### src/rtl/eppm_pkg.sv
// eppm_pkg: shared types and constants for the eased point-to-point mover
// no dependencies; used by eased_point_to_point_mover
`timescale 1ns / 1ps

package eppm_pkg;

  localparam int COORD_WIDTH_DEF = 24;
  localparam int SPEED_W = 16;
  localparam int BRAKE_W = 23;
  localparam int CFG_DW = 32;
  localparam int CFG_AW = 4;

  localparam logic [SPEED_W-1:0] CRUISE_SPEED_RST = 16'd1536;
  localparam logic [SPEED_W-1:0] ACCEL_STEP_RST = 16'd51;
  localparam logic [BRAKE_W-1:0] BRAKE_ZONE_RST = 23'd7680;
  localparam logic [SPEED_W-1:0] SNAP_DIST_RST = 16'd512;

  typedef enum logic [1:0] {
    REG_CRUISE_SPEED,
    REG_ACCEL_STEP,
    REG_BRAKE_ZONE,
    REG_SNAP_DIST
  } reg_idx_t;

  typedef enum logic [3:0] {
    ST_IDLE,
    ST_DELTA,
    ST_SQX,
    ST_SQY,
    ST_TEST,
    ST_TGTMUL,
    ST_TGTDIV,
    ST_SPEED,
    ST_ROOT,
    ST_MULX,
    ST_DIVX,
    ST_MULY,
    ST_DIVY,
    ST_OUT
  } state_t;

endpackage

### src/rtl/eased_point_to_point_mover.sv
// eased_point_to_point_mover: stepping a 2d position toward a target with eased speed
// depends on eppm_pkg; serial multiplier, restoring divider and square root inside
// input beat: s_tuser = kind, s_tdata = target_x, target_y
// output beat: m_tdata = pos_x, pos_y, speed_now; m_tuser = arrived
// configuration over an apb-style port: cruise_speed, accel_step, brake_zone, snap_distance
// (byte addresses 0, 4, 8, 12); pready is always high, reads return the register
// one beat in gives exactly one beat out; the block takes one beat at a time
// a place command (kind 1) loads the position and goes straight to the output state; a
// step is computed by a shift-add multiplier retiring one multiplier bit per cycle, a
// restoring divider retiring one quotient bit per cycle and a square root retiring one
// root bit per cycle, all run in turn; the next beat is taken in the cycle after the
// result is registered
// reset (synchronous, active high) clears position and speed to zero and loads the
// register defaults; it also drops any beat still held at the output
// the result sits in an output register; while the receiver stalls the finished
// beat holds, the block can still accept the next beat and then waits before
// presenting the next result
`timescale 1ns / 1ps

module eased_point_to_point_mover #(
  parameter int COORD_WIDTH = eppm_pkg::COORD_WIDTH_DEF
) (
  input  logic                                   clk,
  input  logic                                   rst,
  input  logic                                   s_tvalid,
  output logic                                   s_tready,
  // target_x, target_y, zero fill
  input  logic [((2*COORD_WIDTH+7)/8)*8-1:0]     s_tdata,
  // kind
  input  logic                                   s_tuser,
  output logic                                   m_tvalid,
  input  logic                                   m_tready,
  // pos_x, pos_y, speed_now, zero fill
  output logic [((2*COORD_WIDTH+16+7)/8)*8-1:0]  m_tdata,
  // arrived
  output logic                                   m_tuser,
  input  logic                                   psel,
  input  logic                                   penable,
  input  logic                                   pwrite,
  input  logic [eppm_pkg::CFG_AW-1:0]            paddr,
  input  logic [eppm_pkg::CFG_DW-1:0]            pwdata,
  output logic [eppm_pkg::CFG_DW-1:0]            prdata,
  output logic                                   pready
);

  localparam int W = COORD_WIDTH;
  localparam int SPW = eppm_pkg::SPEED_W;
  localparam int BZW = eppm_pkg::BRAKE_W;
  localparam int DW = W + 1;             // delta magnitude
  localparam int SW = 2 * W + 2;         // squared distance
  localparam int PW = SW + SPW;          // product accumulator
  localparam int B2W = 2 * BZW;          // brake zone squared
  localparam int DVW = (B2W > DW) ? B2W : DW;
  localparam int CMW = (B2W > SW) ? B2W : SW;
  localparam int QW = W + 2;             // axis step quotient
  localparam int RW = W + 1;             // root bits
  localparam int CW = $clog2(QW + 1);
  localparam int EW = W + 3;             // position update width
  localparam int OTW = ((2 * W + SPW + 7) / 8) * 8;

  eppm_pkg::state_t state, state_next;

  // configuration
  logic [SPW-1:0] cruise_speed, accel_step, snap_distance;
  logic [BZW-1:0] brake_zone;

  // architectural state
  logic signed [W-1:0] pos_x, pos_y;
  logic [SPW-1:0]      spd;
  logic                arrived;

  // working registers
  logic signed [W-1:0] tx, ty;
  logic [DW-1:0]       ax, ay;
  logic                sx, sy;
  logic [SW-1:0]       s_sum;
  logic [B2W-1:0]      b2;
  logic [SPW-1:0]      tgt, nxt;

  // shift-add multiplier
  logic [PW-1:0] mul_a, acc;
  logic [DW-1:0] mul_b;

  // restoring divider
  logic [PW-1:0]  dnum;
  logic [DVW-1:0] drem, ddiv;
  logic [QW-1:0]  dquo;
  logic [CW-1:0]  cnt;

  // square root
  logic [SW-1:0]   sshift;
  logic [RW:0]     srem;
  logic [RW-1:0]   root;

  logic accept, out_free, mul_done, cnt_done;
  logic snap_hit, brake_hit, overshoot;
  logic cfg_wr;

  logic signed [W:0]   dx_c, dy_c;
  logic [2*SPW-1:0]    snap2_c, nxt2_c;
  logic [SPW-1:0]      nxt_c;
  logic [DVW:0]        dtrial;
  logic                dbit;
  logic [RW+2:0]       strial, ssub;
  logic                sbit;
  logic [PW-1:0]       mag_num;

  assign pready = 1'b1;
  assign cfg_wr = psel && penable && pwrite;
  assign accept = s_tvalid && s_tready;
  assign out_free = !m_tvalid || m_tready;
  assign mul_done = (mul_b == '0);
  assign cnt_done = (cnt == '0);

  // delta to target
  assign dx_c = {tx[W-1], tx} - {pos_x[W-1], pos_x};
  assign dy_c = {ty[W-1], ty} - {pos_y[W-1], pos_y};

  assign snap2_c = snap_distance * snap_distance;
  assign snap_hit = (s_sum <= SW'(snap2_c));
  assign brake_hit = (CMW'(s_sum) < CMW'(b2));

  // speed moves toward target speed by at most accel_step
  always_comb begin
    if (tgt >= spd) begin
      nxt_c = ((tgt - spd) <= accel_step) ? tgt : spd + accel_step;
    end else begin
      nxt_c = ((spd - tgt) <= accel_step) ? tgt : spd - accel_step;
    end
  end
  assign nxt2_c = nxt_c * nxt_c;
  assign overshoot = (CMW'(nxt2_c) >= CMW'(s_sum));

  // one divider step
  assign dtrial = {drem, dnum[PW-1]};
  assign dbit = (dtrial >= {1'b0, ddiv});

  // one root step
  assign strial = {srem, sshift[SW-1:SW-2]};
  assign ssub = {1'b0, root, 2'b01};
  assign sbit = (strial >= ssub);

  // rounded numerator for the axis step
  assign mag_num = acc + PW'(root >> 1);

  function automatic logic signed [W-1:0] step_sat(
    input logic signed [W-1:0] p,
    input logic                neg,
    input logic [QW-1:0]       mag
  );
    logic signed [EW-1:0] sum;
    logic signed [EW-1:0] hi, lo;
    hi = {4'b0000, {(W-1){1'b1}}};
    lo = -hi - EW'(1);
    sum = EW'(p) + (neg ? -$signed(EW'(mag)) : $signed(EW'(mag)));
    if (sum > hi) begin
      step_sat = W'(hi);
    end else if (sum < lo) begin
      step_sat = W'(lo);
    end else begin
      step_sat = W'(sum);
    end
  endfunction

  // next state
  always_comb begin
    state_next = state;
    case (state)
      eppm_pkg::ST_IDLE: begin
        if (s_tvalid) begin
          state_next = s_tuser ? eppm_pkg::ST_OUT : eppm_pkg::ST_DELTA;
        end
      end
      eppm_pkg::ST_DELTA: state_next = eppm_pkg::ST_SQX;
      eppm_pkg::ST_SQX: if (mul_done) state_next = eppm_pkg::ST_SQY;
      eppm_pkg::ST_SQY: if (mul_done) state_next = eppm_pkg::ST_TEST;
      eppm_pkg::ST_TEST: begin
        if (snap_hit) begin
          state_next = eppm_pkg::ST_OUT;
        end else if (brake_hit) begin
          state_next = eppm_pkg::ST_TGTMUL;
        end else begin
          state_next = eppm_pkg::ST_SPEED;
        end
      end
      eppm_pkg::ST_TGTMUL: if (mul_done) state_next = eppm_pkg::ST_TGTDIV;
      eppm_pkg::ST_TGTDIV: if (cnt_done) state_next = eppm_pkg::ST_SPEED;
      eppm_pkg::ST_SPEED: begin
        state_next = overshoot ? eppm_pkg::ST_OUT : eppm_pkg::ST_ROOT;
      end
      eppm_pkg::ST_ROOT: if (cnt_done) state_next = eppm_pkg::ST_MULX;
      eppm_pkg::ST_MULX: if (mul_done) state_next = eppm_pkg::ST_DIVX;
      eppm_pkg::ST_DIVX: if (cnt_done) state_next = eppm_pkg::ST_MULY;
      eppm_pkg::ST_MULY: if (mul_done) state_next = eppm_pkg::ST_DIVY;
      eppm_pkg::ST_DIVY: if (cnt_done) state_next = eppm_pkg::ST_OUT;
      eppm_pkg::ST_OUT: if (out_free) state_next = eppm_pkg::ST_IDLE;
      default: state_next = eppm_pkg::ST_IDLE;
    endcase
  end

  // handshake outputs from state
  always_comb begin
    case (state)
      eppm_pkg::ST_IDLE: s_tready = 1'b1;
      default: s_tready = 1'b0;
    endcase
  end

  always_ff @(posedge clk) begin
    if (rst) begin
      state <= eppm_pkg::ST_IDLE;
    end else begin
      state <= state_next;
    end
  end

  // configuration registers
  always_ff @(posedge clk) begin
    if (rst) begin
      cruise_speed <= eppm_pkg::CRUISE_SPEED_RST;
      accel_step <= eppm_pkg::ACCEL_STEP_RST;
      brake_zone <= eppm_pkg::BRAKE_ZONE_RST;
      snap_distance <= eppm_pkg::SNAP_DIST_RST;
    end else if (cfg_wr) begin
      case (eppm_pkg::reg_idx_t'(paddr[3:2]))
        eppm_pkg::REG_CRUISE_SPEED: cruise_speed <= pwdata[SPW-1:0];
        eppm_pkg::REG_ACCEL_STEP: accel_step <= pwdata[SPW-1:0];
        eppm_pkg::REG_BRAKE_ZONE: brake_zone <= pwdata[BZW-1:0];
        eppm_pkg::REG_SNAP_DIST: snap_distance <= pwdata[SPW-1:0];
        default: ;
      endcase
    end
  end

  always_comb begin
    case (eppm_pkg::reg_idx_t'(paddr[3:2]))
      eppm_pkg::REG_CRUISE_SPEED: prdata = eppm_pkg::CFG_DW'(cruise_speed);
      eppm_pkg::REG_ACCEL_STEP: prdata = eppm_pkg::CFG_DW'(accel_step);
      eppm_pkg::REG_BRAKE_ZONE: prdata = eppm_pkg::CFG_DW'(brake_zone);
      eppm_pkg::REG_SNAP_DIST: prdata = eppm_pkg::CFG_DW'(snap_distance);
      default: prdata = '0;
    endcase
  end

  // position and speed state
  always_ff @(posedge clk) begin
    if (rst) begin
      pos_x <= '0;
      pos_y <= '0;
      spd <= '0;
    end else begin
      case (state)
        eppm_pkg::ST_IDLE: begin
          if (accept && s_tuser) begin
            pos_x <= s_tdata[W-1:0];
            pos_y <= s_tdata[2*W-1:W];
            spd <= '0;
          end
        end
        eppm_pkg::ST_TEST: begin
          if (snap_hit) begin
            pos_x <= tx;
            pos_y <= ty;
            spd <= '0;
          end
        end
        eppm_pkg::ST_SPEED: begin
          if (overshoot) begin
            pos_x <= tx;
            pos_y <= ty;
            spd <= '0;
          end
        end
        eppm_pkg::ST_DIVX: begin
          if (cnt_done) pos_x <= step_sat(pos_x, sx, dquo);
        end
        eppm_pkg::ST_DIVY: begin
          if (cnt_done) begin
            pos_y <= step_sat(pos_y, sy, dquo);
            spd <= nxt;
          end
        end
        default: ;
      endcase
    end
  end

  // datapath sequencing
  always_ff @(posedge clk) begin
    case (state)
      eppm_pkg::ST_IDLE: begin
        tx <= s_tdata[W-1:0];
        ty <= s_tdata[2*W-1:W];
        arrived <= 1'b0;
      end
      eppm_pkg::ST_DELTA: begin
        sx <= dx_c[W];
        sy <= dy_c[W];
        ax <= dx_c[W] ? DW'(-dx_c) : DW'(dx_c);
        ay <= dy_c[W] ? DW'(-dy_c) : DW'(dy_c);
        b2 <= brake_zone * brake_zone;
        mul_a <= dx_c[W] ? PW'(DW'(-dx_c)) : PW'(DW'(dx_c));
        mul_b <= dx_c[W] ? DW'(-dx_c) : DW'(dx_c);
        acc <= '0;
      end
      eppm_pkg::ST_SQX: begin
        if (mul_done) begin
          s_sum <= SW'(acc);
          mul_a <= PW'(ay);
          mul_b <= ay;
          acc <= '0;
        end else begin
          if (mul_b[0]) acc <= acc + mul_a;
          mul_a <= mul_a << 1;
          mul_b <= mul_b >> 1;
        end
      end
      eppm_pkg::ST_SQY: begin
        if (mul_done) begin
          s_sum <= s_sum + SW'(acc);
        end else begin
          if (mul_b[0]) acc <= acc + mul_a;
          mul_a <= mul_a << 1;
          mul_b <= mul_b >> 1;
        end
      end
      eppm_pkg::ST_TEST: begin
        tgt <= cruise_speed;
        if (snap_hit) arrived <= 1'b1;
        // eased target: cruise_speed * s / brake_zone^2
        mul_a <= PW'(s_sum);
        mul_b <= DW'(cruise_speed);
        acc <= '0;
      end
      eppm_pkg::ST_TGTMUL: begin
        if (mul_done) begin
          dnum <= acc << (PW - SPW);
          drem <= DVW'(acc >> SPW);
          ddiv <= DVW'(b2);
          cnt <= CW'(SPW);
        end else begin
          if (mul_b[0]) acc <= acc + mul_a;
          mul_a <= mul_a << 1;
          mul_b <= mul_b >> 1;
        end
      end
      eppm_pkg::ST_TGTDIV: begin
        if (cnt_done) begin
          tgt <= dquo[SPW-1:0];
        end else begin
          drem <= dbit ? DVW'(dtrial - {1'b0, ddiv}) : DVW'(dtrial);
          dnum <= dnum << 1;
          dquo <= {dquo[QW-2:0], dbit};
          cnt <= cnt - CW'(1);
        end
      end
      eppm_pkg::ST_SPEED: begin
        nxt <= nxt_c;
        if (overshoot) arrived <= 1'b1;
        sshift <= s_sum;
        srem <= '0;
        root <= '0;
        cnt <= CW'(RW);
      end
      eppm_pkg::ST_ROOT: begin
        if (cnt_done) begin
          mul_a <= PW'(ax);
          mul_b <= DW'(nxt);
          acc <= '0;
        end else begin
          srem <= sbit ? (RW+1)'(strial - ssub) : (RW+1)'(strial);
          root <= {root[RW-2:0], sbit};
          sshift <= sshift << 2;
          cnt <= cnt - CW'(1);
        end
      end
      eppm_pkg::ST_MULX, eppm_pkg::ST_MULY: begin
        if (mul_done) begin
          // (|delta| * speed + d/2) / d
          dnum <= mag_num << (PW - QW);
          drem <= DVW'(mag_num >> QW);
          ddiv <= DVW'(root);
          cnt <= CW'(QW);
        end else begin
          if (mul_b[0]) acc <= acc + mul_a;
          mul_a <= mul_a << 1;
          mul_b <= mul_b >> 1;
        end
      end
      eppm_pkg::ST_DIVX: begin
        if (cnt_done) begin
          mul_a <= PW'(ay);
          mul_b <= DW'(nxt);
          acc <= '0;
        end else begin
          drem <= dbit ? DVW'(dtrial - {1'b0, ddiv}) : DVW'(dtrial);
          dnum <= dnum << 1;
          dquo <= {dquo[QW-2:0], dbit};
          cnt <= cnt - CW'(1);
        end
      end
      eppm_pkg::ST_DIVY: begin
        if (!cnt_done) begin
          drem <= dbit ? DVW'(dtrial - {1'b0, ddiv}) : DVW'(dtrial);
          dnum <= dnum << 1;
          dquo <= {dquo[QW-2:0], dbit};
          cnt <= cnt - CW'(1);
        end
      end
      default: ;
    endcase
  end

  // output register
  always_ff @(posedge clk) begin
    if (rst) begin
      m_tvalid <= 1'b0;
    end else if (state == eppm_pkg::ST_OUT && out_free) begin
      m_tvalid <= 1'b1;
    end else if (m_tready) begin
      m_tvalid <= 1'b0;
    end
  end

  always_ff @(posedge clk) begin
    if (state == eppm_pkg::ST_OUT && out_free) begin
      m_tdata <= OTW'({spd, pos_y, pos_x});
      m_tuser <= arrived;
    end
  end

endmodule

### config.mk
export PLATFORM = sky130hd
export DESIGN_NAME = eased_point_to_point_mover
export DESIGN_NICKNAME = d
export VERILOG_FILES = /design/src/rtl/eppm_pkg.sv /design/src/rtl/eased_point_to_point_mover.sv
export SDC_FILE = /design/constraint.sdc
export NUM_CORES = 2
export LEC_CHECK = 0
export BUFFER_PORTS_ARGS = -buffer_cell sky130_fd_sc_hd__clkbuf_2
export CAP_MARGIN = 0
export CORE_MARGIN = 8
export CORE_UTILIZATION = 50
export DETAILED_ROUTE_END_ITERATION = 8
export PLACE_DENSITY_LB_ADDON = 0.1
export SLEW_MARGIN = 20
export SYNTH_ARGS = -nofsm -noshare
export SYNTH_HDL_FRONTEND = slang
export SYNTH_SLANG_ARGS = --single-unit
### constraint.sdc
create_clock -name clk -period 18.13 [get_ports clk]
set_input_delay 5.439 -clock clk [delete_from_list [all_inputs] [get_ports clk]]
set_output_delay 5.439 -clock clk [all_outputs]
set_load 0.01 [all_outputs]
Word level (Yosys, flattened, before mapping)
Cells that the tools add are included.
{"block": "totals", "ff_bits": 881, "inputBits": 92, "out_inout_bits": 100, "elab_cells": 243}
{"block": "classes", "addsub": 17, "multipliers": 3, "order_cmp": 12, "n_eq_ne": 36, "n_mux": 92, "bitwise": 1, "n_reduce_logical": 48}
{"op": "66-bit two-way mux", "count": 12}
{"op": "66-bit one-hot mux with 6 select lines", "count": 1}
{"op": "24-bit two-way mux", "count": 13}
{"op": "46-bit two-way mux", "count": 6}
{"op": "66-bit one-hot mux with 4 select lines", "count": 1}
{"op": "50-bit one-hot mux with 2 select lines", "count": 2}
{"op": "66-bit one-hot mux with 3 select lines", "count": 1}
{"op": "24-bit one-hot mux with 4 select lines", "count": 2}
{"op": "50-bit two-way mux", "count": 3}
{"op": "46-bit one-hot mux with 3 select lines", "count": 1}
{"op": "16-bit two-way mux", "count": 8}
{"op": "32-bit one-hot mux with 4 select lines", "count": 1}
{"op": "25-bit two-way mux", "count": 5}
{"op": "25-bit one-hot mux with 5 select lines", "count": 1}
{"op": "46-bit one-hot mux with 2 select lines", "count": 1}
{"op": "66-bit by 24-bit adder with 66-bit output", "count": 1}
{"op": "66-bit adder", "count": 1}
{"op": "16-bit by 16-bit multiplier with 32-bit output", "count": 2}
{"op": "16-bit one-hot mux with 4 select lines", "count": 1}
{"op": "4-bit one-hot mux with 14 select lines", "count": 1}
{"op": "24-bit by 27-bit adder with 27-bit output", "count": 2}
{"op": "27-bit by 24-bit > comparator with 1-bit output (second input constant)", "count": 2}
{"op": "27-bit by 24-bit less-than comparator with 1-bit output (second input constant)", "count": 2}
{"op": "27-bit two-way mux", "count": 2}
{"op": "57 further kinds", "count": 137}

Longest topological paths before layout
{"block": "logic_depth", "ltp_word": 8, "depth_mapped": 66, "depth_no_buf": 62}

Worst setup path after synthesis
Ideal clock, no wire load.
{"block": "synth_timing", "path_kind": "flip-flop to flip-flop", "start": "reg spd[1]", "end": "reg pos_x[10]", "setup_ns": 0.138, "arrival_ns": 13.039, "setup_slack_ns": 4.953, "path_stages_with_launch": 57, "n_path_buf": 3, "synth_period_minus_slack_ns": 13.177, "cell_sequence": "dfxtp_1 -> inv_1 -> ha_1 -> nor2b_1 -> o21ai_0 -> a21boi_0 -> o21ai_0 -> a21oi_1 -> o21ai_0 -> a21boi_0 -> o31ai_1 -> a21oi_1 -> a221oi_1 -> xnor2_1 -> ha_1 -> and4_1 -> a311oi_1 -> and2_1 -> (+21 left out) -> o21a_1 -> o21a_1 -> o21ai_0 -> nand2b_1 -> xor2_1 -> ha_1 -> nand4_1 -> nor2_1 -> nand3_1 -> o21ai_0 -> a21oi_1 -> nor2b_1 -> nor4_1 -> or3_1 -> a211oi_1 -> o21a_1 -> clkbuf_1 -> a211oi_1"}
{"block": "synth_between", "elab_chain_cells": 8}
{"element": "from (decl)", "line_no": "eased_point_to_point_mover.sv:69", "rtl": "logic [SPW-1:0] spd;"}
{"element": "from (signal assigned)", "line_no": "eased_point_to_point_mover.sv:280", "rtl": "spd <= nxt;"}
{"element": "16-bit subtractor, on equally long branches", "line_no": "eased_point_to_point_mover.sv:128, eased_point_to_point_mover.sv:126"}
{"element": "16-bit less-or-equal comparator, on equally long branches", "line_no": "eased_point_to_point_mover.sv:128, eased_point_to_point_mover.sv:126"}
{"element": "16-bit two-way mux, on equally long branches", "line_no": "eased_point_to_point_mover.sv:128, eased_point_to_point_mover.sv:126"}
{"element": "16-bit two-way mux (*)", "line_no": "eased_point_to_point_mover.sv:125", "rtl": "if (tgt >= spd) begin"}
{"element": "via nxt_c[11]", "line_no": "eased_point_to_point_mover.sv:101", "rtl": "logic [SPW-1:0] nxt_c;"}
{"element": "16-bit by 16-bit multiplier with 32-bit output (*)", "line_no": "eased_point_to_point_mover.sv:131", "rtl": "assign nxt2_c = nxt_c * nxt_c;"}
{"element": "32-bit by 50-bit >= comparator with 1-bit output (*)", "line_no": "eased_point_to_point_mover.sv:132", "rtl": "assign overshoot = (CMW'(nxt2_c) >= CMW'(s_sum));"}
{"element": "2-bit inequality test (no source line) (*)"}
{"element": "5-bit AND reduction (no source line) (*)"}
{"element": "to (signal assigned)", "line_no": "eased_point_to_point_mover.sv:255", "rtl": "pos_x <= s_tdata[W-1:0];"}
{"element": "to (signal assigned)", "line_no": "eased_point_to_point_mover.sv:262", "rtl": "pos_x <= tx;"}
{"element": "to (signal assigned)", "line_no": "eased_point_to_point_mover.sv:269", "rtl": "pos_x <= tx;"}
{"element": "to (decl)", "line_no": "eased_point_to_point_mover.sv:68", "rtl": "logic signed [W-1:0] pos_x, pos_y;"}
Mark *: on every way through the listed nets, which the timed path passes. The rest lies on a longest branch.
A chain may end at the register's enable or synchronous reset.

Worst setup path in the final report
{"block": "layout_timing", "start": "reg spd[1]", "end": "reg pos_x[20]"}
{"block": "layout_between", "elab_chain_cells": 8}
{"element": "16-bit subtractor, on equally long branches", "line_no": "eased_point_to_point_mover.sv:128, eased_point_to_point_mover.sv:126"}
{"element": "16-bit less-or-equal comparator, on equally long branches", "line_no": "eased_point_to_point_mover.sv:128, eased_point_to_point_mover.sv:126"}
{"element": "16-bit two-way mux, on equally long branches", "line_no": "eased_point_to_point_mover.sv:128, eased_point_to_point_mover.sv:126"}
{"element": "16-bit two-way mux (*)", "line_no": "eased_point_to_point_mover.sv:125"}
{"element": "16-bit by 16-bit multiplier with 32-bit output (*)", "line_no": "eased_point_to_point_mover.sv:131"}
{"element": "32-bit by 50-bit >= comparator with 1-bit output (*)", "line_no": "eased_point_to_point_mover.sv:132"}
{"element": "2-bit inequality test (no source line) (*)"}
{"element": "5-bit AND reduction (no source line) (*)"}
Every way passes the cells marked *; elsewhere a longest branch is shown, timed or not.

==> results.toml <==
[sta]
rsz0062_at_grt = "false"
fin_crit_ps = 15800
fin_ws_ps = 2330
slew_headroom_pct = 23.1
finalSetupViolations = 0
finalHoldViolations = 0
report.final.slew_viol_count = 0
max_slew.worst_pin.slew_ps = 1150
timing.fmax_ghz = 0.0633
fin_skew_ps = 69.8
tns_ps = 0
fin_crit_sh_pct = 87.1

[logic_synthesis]
synth-xor-area-share_pct = 5.40
synth-edff-count = 700
syn_avg_cell_area_um2 = 9.19
synth_compound_area_share_pct = 15.2
muxShareOfSynthArea_pct = 1.67
synthAdderAreaFrac_pct = 28.9
synth_cell_types = 91
yosys_warnings = 0
synth_area_leader_cell = "edfxtp_1"
ys_top_cells_by_area = "edfxtp_1, fa_1, ha_1"
synth_top_family_by_area = "adder cells"
synth_cells = 9623
seq_area_frac_synth_pct = 26.9
ys_async_sr_fraction_pct = 0
yosys.area_share.simple_pct = 14.6
synth_seq_cells = 840
synth_top_area_share_pct = 23.8
syn_area_um2 = 88500
synth_flop_cell = "edfxtp_1"

[cts]
clk_pin_slew_ps = 60
cts_tree = "done"
clk_latency_ps = 750
cts_htree_levels = 3
cts-buffers-inserted = 100
post_cts_resized = 0
ctsHoldBuffers = 0
cts.path.max_buffers = 3
cts_sinks = 840
cts_setup_buffers = 0
root_buffer = "clkbuf_16"

[detailed_routing]
ant_nets = 0
wl_per_cell_um = 22.8
dr_total_vias = 71400
drt_first_pass_iters = 9
viasPerCell = 5.91
wl_mm = 275
drt_iter0_markers = 6436
drc_errors = 19

[worst_setup_path]
crit_type = "reg2reg"
cp-end-kind = "flop"
cp.required_ps = 18680
crit_path_start_kind = "flop"
crit_path_frequent_cell = "inv_1"
crit_start = "spd[1]$_SDFFE_PP0P_"
arrival_ps = 16350
cp_slowest_stage_delay_ps = 870
r2r-start = "spd[1]$_SDFFE_PP0P_"
crit_path_top_delay_cell = "o21a_1"
cp_max_fo = 21

[floorplanning]
die_y_um = 437
die_x_um = 437
num_io_pins = 192
die_area_um2 = 191000
rows = 154
core_region_area_um2 = 176000
initial_core_util_pct = 50.3

[layout]
drive_gt1_share_pct = 5.98
area_delta_synth_final_pct = 7.63
nNetsFinal = 11300
fin_cells = 12100
design_area_um2 = 95200
fillers = 16200

[place]
gp_congestion = 0.967
dp_slack_ps = 2560
placed_cells = 11900
dp_hpwl_mm = 216
io_buffers = 170
dpl_cell_area_um2 = 91900

[grt]
grt_pass1_vias = 70700
track_usage_pct = 28.0
grt_pass1_wl_mm = 422
overflow = 0
grt_antenna_before_repair = 13
grt_max_degree = 86

[run_status]
status = "complete, but fails checks"
violations = "DRC"

[hold_path]
min_from = "arrived$_DFFE_PP_"
min_path_type = "reg2reg"

[run]
max_cap_viol_count = 0
[per-layer routing]
metal  wire [um]  vias to the layer above  global-route usage [%]
li1            -                    33200                       -
met1      122000                    35200                    39.6
met2      120000                     2514                    43.5
met3       20700                      455                    4.88
met4       11000                       10                    9.71
met5          69                        -                       0
[cell type report]
cell class | instances | area [um^2] | area share, %
Inverter | 1305 | 4900 | 5.15
Sequential cell | 840 | 23800 | 25.0
Multi-Input combinational cell | 7105 | 58500 | 61.5
Antenna cell | 5 | 12.5 | 0.0131
Clock buffer | 128 | 2700 | 2.84
Clock inverter | 60 | 574 | 0.603
Tap cell | 2340 | 2930 | 3.08
Timing Repair Buffer | 283 | 1730 | 1.82
[registers in the layout, indices dropped and copies added (netlist names), 26 cells and up]
register and cells:
acc 66, mul_a 66, m_tdata 64, s_sum 50
sshift 50, ddiv 46, drem 46, b2 45
dnum 26, dquo 26, srem 26
[Yosys cell counts (43+ instances only)]
| cell | n |
|---|---|
| o31ai_1 | 43 |
| o21bai_1 | 68 |
| nand2_1 | 1075 |
| a21o_1 | 224 |
| edfxtp_1 | 700 |
| and3_1 | 72 |
| a222oi_1 | 60 |
| a21oi_1 | 534 |
| fa_1 | 727 |
| nor2b_1 | 81 |
| nand3_1 | 172 |
| clkbuf_1 | 347 |
| nand4_1 | 88 |
| dfxtp_1 | 140 |
| mux2i_1 | 82 |
| inv_1 | 1298 |
| a211oi_1 | 90 |
| xnor2_1 | 357 |
| nor3_1 | 98 |
| and2_1 | 245 |
| xor2_1 | 188 |
| or3_1 | 45 |
| ha_1 | 883 |
| a22oi_1 | 73 |
| nand2b_1 | 87 |
| a31oi_1 | 54 |
| o21ai_0 | 429 |
| o21a_1 | 85 |
| nor2_1 | 619 |
[worst max-delay path: cells and delay by family, from the launching register on]
family	cells	cell delay [ps]
compound gates	26	6410
xor+xnor	2	320
fa+ha+maj	10	4390
buf+inv	10	1260
flops	1	570
simple gates	12	2700
[worst paths after layout]
path                            slack (ps)  cells past startpoint                      to
worst max-delay path                  2330                     60  pos_x[20]$_SDFFE_PP0P_
worst min-delay path                   420                      0       m_tuser$_DFFE_PP_
worst max register to register        2330                     60  pos_x[20]$_SDFFE_PP0P_
worst min register to register         420                      0       m_tuser$_DFFE_PP_
[layout by cell type (no fill, tap or decap), types with 33 or more instances in the layout]
cell type,synthesis,layout
o21bai_1,68,68
ha_1,883,883
clkbuf_16,0,102
nand4_1,88,88
xnor2_1,357,356
a222oi_1,60,60
a211oi_1,90,89
o211ai_1,42,42
a22oi_1,73,73
a21o_1,224,224
inv_1,1298,1298
and2_1,245,243
and3_1,72,72
xor2_1,188,188
nand2_1,1075,1072
a31oi_1,54,54
or2_2,33,33
clkbuf_2,0,169
a21oi_1,534,529
nand3_1,172,172
or3_1,45,44
mux2i_1,82,82
nor2_1,619,612
fa_1,727,727
nor2b_1,81,81
nor3_1,98,94
o31ai_1,43,43
nor4_1,39,38
edfxtp_1,700,700
nand2b_1,87,87
o21a_1,85,85
buf_4,10,112
dfxtp_1,140,139
o21ai_0,429,426
[metrics by stage]
stage / utilization [%] / hold slack (ps)
finish: 54.1 / 424
global route: 54.1 / 429
CTS: 54.1 / 430
detailed placement: 52.2 / 416
global placement: 52.2 / 411
floorplan: - / 400
[logic make-up after synthesis]
| kind of cell | Yosys count |
|---|---|
| AND/OR/NAND/NOR | 2760 |
| AO/OA/AOI/OAI | 2056 |
| buffers and inverters | 1686 |
| adder cells (fa/ha/maj) | 1610 |
| flip-flops | 840 |
| XOR/XNOR | 545 |
| multiplexers | 124 |
| other | 2 |
Power is left out: the tool's default activity adds up to more than one toggle a clock period on the data nets, which glitch-free logic cannot reach.
